===== config.mk =====
export PLATFORM = sky130hd
export DESIGN_NAME = bir_div
export DESIGN_NICKNAME = d
export VERILOG_FILES = /design/src/rtl/core/bir_pkg.sv /design/src/rtl/core/bir_div.sv
export SDC_FILE = /design/constraint.sdc
export NUM_CORES = 1
export LEC_CHECK = 0
export ABC_AREA = 1
export BUFFER_PORTS_ARGS = -buffer_cell sky130_fd_sc_hd__buf_2
export CORE_MARGIN = 10
export CORE_UTILIZATION = 41
export DETAILED_ROUTE_END_ITERATION = 8
export GPL_TIMING_DRIVEN = 0
export PLACE_DENSITY = 0.75
export SKIP_CTS_REPAIR_TIMING = 1
export SLEW_MARGIN = 25
export SYNTH_ARGS = -nofsm -noshare
export SYNTH_HDL_FRONTEND = slang
export SYNTH_SLANG_ARGS = --single-unit

===== constraint.sdc =====
create_clock -name clk -period 0.8 [get_ports clk]
set_input_delay 0.16 -clock clk [delete_from_list [all_inputs] [get_ports clk]]
set_output_delay 0.16 -clock clk [all_outputs]
set_load 0.05 [all_outputs]

===== src/rtl/core/bir_pkg.sv =====
// ----------------------------------------------------------------------------
// bir_pkg
// shared widths, opcodes and reset value of the bitmap reservation block
// ----------------------------------------------------------------------------
package bir_pkg;

    localparam int OPCODE_W  = 2;
    localparam int START_W   = 20;
    localparam int END_W     = 21;
    localparam int IV_W      = 21;
    localparam int HORIZON_W = 20;

    // slot values in flight (start plus interval) stay below 2**23
    localparam int VAL_W = 23;

    localparam logic [OPCODE_W-1:0] OP_CLEAR  = 2'd0;
    localparam logic [OPCODE_W-1:0] OP_ONCE   = 2'd1;
    localparam logic [OPCODE_W-1:0] OP_REPEAT = 2'd2;

    localparam logic [HORIZON_W-1:0] HORIZON_RESET = 20'd1000000;

endpackage


===== src/rtl/core/bir_div.sv =====
// ----------------------------------------------------------------------------
// bir_div
// split of a slot number into word index and bit offset by reciprocal
// multiply, two register stages
// ----------------------------------------------------------------------------
module bir_div
    import bir_pkg::*;
#(
    parameter int WORD_BITS = 64
) (
    input  logic                          clk,
    input  logic                          rst_n,
    input  logic                          start,
    input  logic [VAL_W-1:0]              value,
    output logic                          done,
    output logic [VAL_W-1:0]              quo,
    output logic [$clog2(WORD_BITS)-1:0]  rem
);

    localparam int BIT_W  = $clog2(WORD_BITS);
    localparam int MUL_K  = VAL_W + BIT_W;
    localparam int RCP_W  = VAL_W + 2;
    localparam int PROD_W = VAL_W + RCP_W;
    localparam logic [RCP_W-1:0] RECIP =
        RCP_W'(((64'd1 << MUL_K) + 64'(WORD_BITS) - 64'd1) / 64'(WORD_BITS));
    localparam logic [VAL_W-1:0] DIVISOR = VAL_W'(WORD_BITS);

    logic [PROD_W-1:0] prod;
    logic [VAL_W-1:0]  q1_reg;
    logic [VAL_W-1:0]  v1_reg;
    logic              p1_reg;
    logic [VAL_W-1:0]  back;
    logic [VAL_W-1:0]  diff;
    logic [VAL_W-1:0]  quo_reg;
    logic [BIT_W-1:0]  rem_reg;
    logic              done_reg;

    assign prod = PROD_W'(value) * PROD_W'(RECIP);
    assign back = q1_reg * DIVISOR;
    assign diff = v1_reg - back;

    always_ff @(posedge clk or negedge rst_n)
    begin
        if (!rst_n)
        begin
            p1_reg   <= 1'b0;
            done_reg <= 1'b0;
        end
        else
        begin
            p1_reg   <= start;
            done_reg <= p1_reg;
        end
    end

    always_ff @(posedge clk)
    begin
        q1_reg  <= VAL_W'(prod[PROD_W-1:MUL_K]);
        v1_reg  <= value;
        quo_reg <= q1_reg;
        rem_reg <= diff[BIT_W-1:0];
    end

    assign done = done_reg;
    assign quo  = quo_reg;
    assign rem  = rem_reg;

endmodule


Word-level counts from Yosys, hierarchy flattened
Cells that the tools add are included.
{ "classes": {"n_addsub": 1} }
{ "ops": {"columns": ["operator", "n"], "rows": [
  ["6-bit by 1-bit subtractor with 6-bit output, second input constant", 1]
]} }
{ "totals": {"wordCells": 7, "register_bits": 48, "input_bits": 26} }

Longest topological paths before layout
Gate-level depths: netlist of run 1.
{ "depth": {"ltp_word": 1, "depth_mapped": 1, "depth_no_buf": 0} }

Least setup slack after synthesis of run 1
No wires, ideal clock.
{ "synth_timing": {"path_kind": "register to output", "startpoint": "register quo_reg[0] (netlist: quo[0])", "endpoint": "output quo[0]", "stages_incl_launch_ff": 1, "arrival_time_ns": 0.587, "required_ns": 0.640, "slack_ns": 0.053, "path_cell_list": "dfxtp_1"} }
{ "synth_lines": {"columns": ["item", "line_no", "rtl"], "rows": [
  ["start: declaration", "bir_div.sv:34", "logic [VAL_W-1:0] quo_reg;"],
  ["start signal: assignment", "bir_div.sv:60", "quo_reg <= q1_reg;"],
  ["end: declaration", "bir_div.sv:16", "output logic [VAL_W-1:0] quo,"]
]} }
No word-level cell between the ends.

Worst setup path after layout of run 1
{ "layout_timing": {"startpoint": "register done_reg (netlist: done)", "endpoint": "output done"} }
{ "layout_lines": {"columns": ["item", "line_no", "rtl"], "rows": [
  ["start: declaration", "bir_div.sv:36", "logic done_reg;"],
  ["start signal: assignment", "bir_div.sv:52", "done_reg <= p1_reg;"],
  ["end: declaration", "bir_div.sv:15", "output logic done,"]
]} }
No word-level cell between the ends.

==> results of run 1 <==
synth_stat cells:
cell type	number	area [sq um]
dfxtp_1	46	921
buf_4	6	45.0
dfrtp_1	2	50.1
conb_1	1	3.75
where the power goes:
group	internal (uW)	switching [uW]	leakage [uW]	total, uW
Combinational	295	363	0.000423	658
Clock	656	692	0.0000422	1350
Sequential	2530	55.2	0.000412	2590
Total	3480	1110	0.000877	4590
worst max path at each step:
| stage | start | end | depth (start not counted) |
|---|---|---|---|
| final | done$_DFF_PN0_ | done | 1 |
| after CTS | done$_DFF_PN0_ | done | 1 |
| after global routing | done$_DFF_PN0_ | done | 1 |
| after global placement | done$_DFF_PN0_ | done | 1 |
| after floorplan | quo[0]$_DFF_P_ | quo[0] | 0 |
| after detailed placement | done$_DFF_PN0_ | done | 1 |
final cells by class:
class / count / area [sq um] / share of cell area
flip-flops and latches: 48 / 1000 / 0.529
repair buffers: 74 / 709 / 0.375
plain buffers: 6 / 45.0 / 0.0238
clock buffers: 6 / 41.3 / 0.0218
well taps: 30 / 37.5 / 0.0199
clock inverters: 2 / 35.0 / 0.0185
multi-input cells: 6 / 22.5 / 0.0119
logic make-up (layout without fill, tap and decap cells):
logic type   count (synthesis)  after routing
buf+inv                      6             88
other cells                  1              6
flops                       48             48
layer usage:
metal / vias up / track usage / share of wire
li1: 325 / - / -
met1: 293 / 0.0808 / 0.42
met2: 44 / 0.0977 / 0.46
met3: 6 / 0.0636 / 0.10
met4: 0 / 0.0461 / 0.015
met5: - / 0 / 0
stage by stage:
| step | total power (uW) | cell area, sq um | hold WS [ns] |
|---|---|---|---|
| 2_1_floorplan | 2910 | 1040 | -0.136 |
| 3_5_place_dp | 3050 | 1320 | -0.0471 |
| 5_1_grt | 4730 | 1890 | 0.0980 |
| 3_3_place_gp | 3030 | 1320 | -0.0561 |
| 4_1_cts | 4350 | 1400 | -0.433 |
| 6_report | 4590 | 1890 | 0.114 |
cells in the final DEF (no fill, tap or decap):
cell type / synthesis / routed
dfrtp_1: 2 / 2
clkinv_2: 0 / 1
clkbuf_1: 0 / 1
clkbuf_4: 0 / 5
dfxtp_2: 0 / 23
bufinv_16: 0 / 1
buf_4: 6 / 6
buf_2: 0 / 25
buf_6: 0 / 7
dlygate4sd3_1: 0 / 25
buf_8: 0 / 17
conb_1: 1 / 6
dfxtp_1: 46 / 23
==> out/qor.txt, run 1 <==
post-synthesis simple-gate area fraction -> 0
Pleak -> 0.000877 uW
Area Overhead vs Synth -> 85.4%
Netlist Area Pre-Place -> 0.00102 sq mm
post-synthesis compound-gate area fraction -> 0
port buffer count -> 49
Gate Count Post-Synth -> 55
DRT Wirelength -> 2580 microns
xor/xnor share of the synthesized area -> 0
Critical path buffers and inverters -> 1
largest family of logic cells by synthesized area -> buffers and inverters
Cells after DPL -> 139
first-pass GRT wire length -> 2800 microns
CP cell instances -> buf_6
max capacitance violation total -> 0
pre-CTS WS -> 0.0712 ns
Final nets -> 167
post-synthesis cell type count -> 4
final setup fails -> 24
layout cell share with drive strength beyond 1 -> 0.599
CTS buffer count -> 5
critical path arrival -> 0.92 ns
final hold violations -> 0
max-slew violations -> 0
Post-Synth Adder-Cell Area -> 0
element type at the critical path end -> primary output
CP peak stage delay -> 0.41 ns
Achievable Freq -> 0.925 GHz
via-per-instance ratio -> 3.88
maximum root-to-sink buffer count -> 2
H-tree depth -> 2
residual DRC count -> 0
Reg clk slew, reported paths -> 0.13 ns
vias in the first global route -> 566
RSZ-0062 raised after global routing -> true
fin cells -> 172
drt first-iter violations -> 18
status -> finished with violations
Setup crit start kind -> flop
Fill cells -> 131
setup_tns -> -4.96 ns
first drt pass iteration count -> 3
crit path time final -> 1.08 ns
post-route ant nets -> 0
failing checks -> negative setup slack
post-DP HPWL -> 1550 microns
Power Density -> 2430 mW/mm^2
syn_area_per_cell -> 18.5 sq um
worst reg-to-reg path cell count -> 0
Top delay family on crit path -> flip-flops
CTS tree -> done
area of the core -> 0.00243 sq mm
Post-Route Skew -> 0.0123 ns
via count -> 668
Inserted Diodes -> 0
Final WS setup -> -0.282 ns
mux share of post-synthesis cell area -> 0
FF-to-FF setup slack -> 0.31 ns
Reg-to-Reg End -> done$_DFF_PN0_
Synthesis Warnings -> 0
clk_lat worst skew -> 0.35 ns
die width -> 69.9 microns
largest net degree at the start of global routing -> 15
WS Path Type -> flop to primary output
Die Ht -> 69.9 microns
Req. time, crit path -> 0.64 ns
Seq/Total Area, Yosys -> 0.952
Clock Sinks -> 48
I/O Pins -> 56
utilization after layout -> 0.777
CTS root buffer -> clkbuf_4
VDD IR-drop max -> 0.00183 V
HP Class -> primary input to async pin
GPL Wtd Cong -> 0.730
GRT overflow -> 0
GRT Util Overall -> 0.0754
Final period util -> 1.35
Synth Register Bits -> 48
Initial Utilization -> 0.419
critical path's slowest cell -> dfrtp_1
WL/cell -> 15.0 microns
Worst Path Max Fanout -> 1
initial antenna violation count -> 0
Critical R2R Launch -> p1_reg$_DFF_PN0_
row count -> 18
die area -> 0.00488 sq mm
Power figures use the tool's default switching activity.
==> inputs of run 2 (changes only) <==
--- a/config.mk
+++ b/config.mk
@@ -7,11 +7,13 @@
 export LEC_CHECK = 0
 export ABC_AREA = 1
 export BUFFER_PORTS_ARGS = -buffer_cell sky130_fd_sc_hd__buf_2
+export CORE_ASPECT_RATIO = 0.5
 export CORE_MARGIN = 10
-export CORE_UTILIZATION = 41
+export CORE_UTILIZATION = 35
 export DETAILED_ROUTE_END_ITERATION = 8
+export GPL_ROUTABILITY_DRIVEN = 0
 export GPL_TIMING_DRIVEN = 0
-export PLACE_DENSITY = 0.75
+export PLACE_DENSITY = 0.65
 export SKIP_CTS_REPAIR_TIMING = 1
 export SLEW_MARGIN = 25
 export SYNTH_ARGS = -nofsm -noshare
==> constraint.sdc (replaced) <==
create_clock -name clk -period 0.8 [get_ports clk]
set_input_delay 0.04 -clock clk [delete_from_list [all_inputs] [get_ports clk]]
set_output_delay 0.04 -clock clk [all_outputs]
set_load 0.05 [all_outputs]
==> run 2 against run 1 <==
  * The flow still finishes with violations (negative setup slack)
  * Final cell count increased by 4.1%
  * Setup slack improved by 0.23 ns
  * Hold slack got worse by 0.058 ns
  * Combinational power about the same
  * Core utilization decreased by 4.7 points
  * Wire length decreased by 14%
  * Sequential cell count unchanged
  * Sequential power about the same
  * Register-to-register slack improved by 0.02 ns
==> out/qor.txt, run 2 (synthesis gave the netlist of run 1 again) <==
layout cell share with drive strength beyond 1 -> 0.606
final setup fails -> 22
Achievable Freq -> 1.17 GHz
met2 global-route usage -> 0.124
setup_tns -> -0.202 ns
CP peak stage delay -> 0.38 ns
DRT Wirelength -> 2220 microns
via count -> 642
WL/cell -> 12.4 microns
max-slew violations -> 0
Fill cells -> 164
Req. time, crit path -> 0.76 ns
Final period util -> 1.07
die area -> 0.00560 sq mm
Pleak -> 0.000902 uW
row count -> 13
GRT overflow -> 0
post-route ant nets -> 0
area of the core -> 0.00268 sq mm
Critical R2R Launch -> p1_reg$_DFF_PN0_
residual DRC count -> 0
port buffer count -> 49
max capacitance violation total -> 0
GRT Util Overall -> 0.0684
Die Ht -> 58.2 microns
Reg clk slew, reported paths -> 0.08 ns
FF-to-FF setup slack -> 0.33 ns
CTS tree -> done
most frequent cells in the layout -> 25 x dlygate4sd3_1, 25 x buf_2, 23 x dfxtp_1, 23 x dfxtp_2, 21 x buf_8
H-tree depth -> 2
CTS buffer count -> 5
initial antenna violation count -> 0
Critical path buffers and inverters -> 1
Initial Utilization -> 0.380
maximum root-to-sink buffer count -> 2
global routing's busiest layer -> met2
status -> finished with violations
largest net degree at the start of global routing -> 16
final hold slack -> 0.0551 ns
crit path time final -> 0.855 ns
element type at the critical path end -> primary output
Area Overhead vs Synth -> 92.1%
Worst Setup SP -> done$_DFF_PN0_
critical path endpoint -> done
Clock Sinks -> 48
critical path arrival -> 0.82 ns
Inserted Diodes -> 0
VDD IR-drop max -> 0.00163 V
CTS root buffer -> clkbuf_8
CP Depth -> 1
die width -> 96.3 microns
grt met1 use -> 0.0533
Power Density -> 2550 mW/mm^2
I/O Pins -> 56
Post-Route Skew -> 0.00774 ns
Reg-to-Reg End -> done$_DFF_PN0_
failing checks -> negative setup slack
clk_lat worst skew -> 0.29 ns
first drt pass iteration count -> 3
WS Path Type -> flop to primary output
final hold violations -> 0
Final nets -> 167
CP cell instances -> buf_6
first-pass GRT wire length -> 2780 microns
drt first-iter violations -> 11
via-per-instance ratio -> 3.59
Worst Path Max Fanout -> 1
Setup crit start kind -> flop
vias in the first global route -> 586
worst reg-to-reg path cell count -> 0
routing usage on met3 -> 0.0372
Top delay family on crit path -> flip-flops
critical path's slowest cell -> dfrtp_1
HP Class -> primary input to async pin
Final WS setup -> -0.0551 ns
RSZ-0062 raised after global routing -> true
[run 2: report_power, final]
part           total [uW]  leakage (uW)  switching [uW]  internal (uW)
Combinational         656      0.000429             353            303
Sequential           2580      0.000412            50.9           2530
Clock                1760     0.0000614             742           1020
[run 2: how the worst min path moves through the flow]
| stage | endpoint | slack [ns] | cells past startpoint |
|---|---|---|---|
| after floorplan | done$_DFF_PN0_ | -0.26 | 0 |
| after global placement | p1_reg$_DFF_PN0_ | -0.17 | 1 |
| after detailed placement | p1_reg$_DFF_PN0_ | -0.17 | 1 |
| after CTS | done$_DFF_PN0_ | -0.49 | 1 |
| after global routing | done$_DFF_PN0_ | 0.07 | 2 |
| final | done$_DFF_PN0_ | 0.06 | 2 |
[run 2: routing by layer]
metal	up-vias	routed length, microns
met4	0	53
met1	289	668
li1	323	-
met3	4	193
met2	26	1310
met5	-	0
[run 2: per-stage QoR]
stage / instances / utilization / power (uW) / area, sq um / setup WS (ns)
2_1_floorplan: 60 / - / 2910 / 1040 / 0.173
6_report: 179 / 0.730 / 5000 / 1960 / -0.0551
3_3_place_gp: 146 / 0.496 / 3030 / 1330 / 0.201
5_1_grt: 179 / 0.730 / 5230 / 1960 / -0.0881
3_5_place_dp: 146 / 0.496 / 3040 / 1330 / 0.199
4_1_cts: 154 / 0.541 / 4790 / 1450 / -0.130
[run 2: cell type report]
class | count | area, sq um | share of cell area
Timing Repair Buffer | 74 | 724 | 0.370
Clock inverter | 2 | 38.8 | 0.0198
Sequential cell | 48 | 1000 | 0.510
Buffer | 6 | 45.0 | 0.0230
Clock buffer | 6 | 82.6 | 0.0421
Multi-Input combinational cell | 6 | 22.5 | 0.0115
Tap cell | 37 | 46.3 | 0.0236
==> inputs of run 3 (changes only) <==
==> constraint.sdc (replaced) <==
create_clock -name clk -period 0.8 [get_ports clk]
set_input_delay 0.04 -clock clk [delete_from_list [all_inputs] [get_ports clk]]
set_output_delay 0.04 -clock clk [all_outputs]
set_load 0.02 [all_outputs]
==> run 3 against run 2 <==
  * The run still ends with negative setup slack left
  * Critical path depth is the same
  * Register-to-register slack is essentially flat
  * Sequential share of layout area grew 2.1 points
  * Via count grew 0.62%
  * Hold slack lost 0.0018 ns
  * Final cell count is the same
  * Core utilization shrank 2.9 points
  * Non-clock buffer count is the same
  * Global-route usage is the same
  * Sequential power is essentially flat
==> out/qor.txt, run 3 (synthesis gave the netlist of run 1 again) <==
max capacitance violation total -> 0
Net Sw Frac -> 0.198
layout cell share with drive strength beyond 1 -> 0.606
Top Metal Used -> met4
Area Overhead vs Synth -> 84.4%
VDD IR-drop max -> 0.00149 V
drt first-iter violations -> 7
Placement Cell Area -> 0.00133 sq mm
CP peak stage delay -> 0.38 ns
Critical R2R Launch -> p1_reg$_DFF_PN0_
port buffer count -> 49
Worst Path Max Fanout -> 1
Achievable Freq -> 1.21 GHz
maximum root-to-sink buffer count -> 2
row count -> 13
Inserted Diodes -> 0
initial antenna violation count -> 0
Die Ht -> 58.2 microns
WS Path Type -> flop to primary output
WL met1 -> 685 microns
first-pass GRT wire length -> 2780 microns
die width -> 96.3 microns
post-route ant nets -> 0
Psw -> 937 uW
DRT Wirelength -> 2240 microns
Post-Route Skew -> 0.00413 ns
final setup fails -> 1
Power Density -> 2520 mW/mm^2
Critical path buffers and inverters -> 1
Final period util -> 1.04
internal power -> 3810 uW
Sequential Power Share -> 0.542
CP cell instances -> buf_6
H-tree depth -> 2
WL/cell -> 12.5 microns
critical path's slowest cell -> dfrtp_1
GRT overflow -> 0
Req. time, crit path -> 0.76 ns
area of the core -> 0.00268 sq mm
I/O Pins -> 56
Final nets -> 167
CTS root buffer -> clkbuf_8
failing checks -> negative setup slack
Comb power frac -> 0.090
Setup crit start kind -> flop
die area -> 0.00560 sq mm
crit path time final -> 0.829 ns
FF-to-FF setup slack -> 0.33 ns
via-per-instance ratio -> 3.61
Routed met2 length -> 1330 microns
Reg clk slew, reported paths -> 0.08 ns
design area -> 0.00188 sq mm
Clk pwr share -> 0.368
most frequent cells in the layout -> 25 x dlygate4sd3_1, 25 x buf_2, 24 x buf_6
residual DRC count -> 0
HP Class -> primary input to async pin
utilization after layout -> 0.701
status -> finished with violations
final hold violations -> 0
Pleak -> 0.000873 uW
Top delay family on crit path -> flip-flops
critical path endpoint -> done
CP Depth -> 1
first drt pass iteration count -> 2
Worst Setup SP -> done$_DFF_PN0_
element type at the critical path end -> primary output
Initial Utilization -> 0.380
clk_lat worst skew -> 0.28 ns
GRT Util Overall -> 0.0684
RSZ-0062 raised after global routing -> true
Reg-to-Reg End -> done$_DFF_PN0_
Final WS setup -> -0.0294 ns
CTS tree -> done
CTS buffer count -> 5
critical path arrival -> 0.79 ns
largest net degree at the start of global routing -> 16
vias in the first global route -> 586
worst reg-to-reg path cell count -> 0
Met3 Routed Length -> 192 microns
max-slew violations -> 0
Clock Sinks -> 48
via count -> 646
==> run 3: changes by cell type in the layout (fill, tap and decap cells not counted) <==
cell	change
buf_6	+21
buf_8	-21
==> run 3: area by class of cell <==
class                      count  area (sq um)
sequential                    48          1000
clock inverter                 2          38.8
buffer                         6          45.0
fill                         190           803
multi-input combinational      6          22.5
timing repair buffer          74           646
clock buffer                   6          82.6
tap                           37          46.3
==> run 3: power by group through the flow <==
| stage | Combinational (uW) | Sequential, uW | Clock, uW |
|---|---|---|---|
| 2_1_floorplan | 46.9 | 2680 | 0 |
| 3_3_place_gp | 257 | 2590 | 0 |
| 3_5_place_dp | 259 | 2600 | 0 |
| 4_1_cts | 259 | 2540 | 1800 |
| 5_1_grt | 455 | 2580 | 1920 |
| 6_report | 427 | 2570 | 1750 |
==> run 3: through the flow <==
step | total power [uW] | setup TNS, ns | setup slack, ns | hold WS (ns) | cells
floorplan | 2730 | 0 | 0.344 | -0.256 | 60
global placement | 2850 | 0 | 0.269 | -0.173 | 146
detailed placement | 2860 | 0 | 0.267 | -0.173 | 146
CTS | 4610 | -0.328 | -0.0577 | -0.490 | 154
global route | 4960 | -0.166 | -0.0609 | 0.0600 | 179
finish | 4740 | -0.0294 | -0.0294 | 0.0533 | 179
==> run 3: worst min-delay path by stage <==
stage          slack (ns)   from               end
6_report             0.05  rst_n  p1_reg$_DFF_PN0_
5_1_grt              0.06  rst_n    done$_DFF_PN0_
4_1_cts             -0.49  rst_n    done$_DFF_PN0_
3_5_place_dp        -0.17  rst_n  p1_reg$_DFF_PN0_
3_3_place_gp        -0.17  rst_n  p1_reg$_DFF_PN0_
2_1_floorplan       -0.26  rst_n    done$_DFF_PN0_
==> run 3: per-layer routing <==
metal,vias to the layer above,GRT usage
met1,298,0.0533
met5,-,0
met4,0,0.0556
met3,2,0.0372
met2,23,0.124
li1,323,-
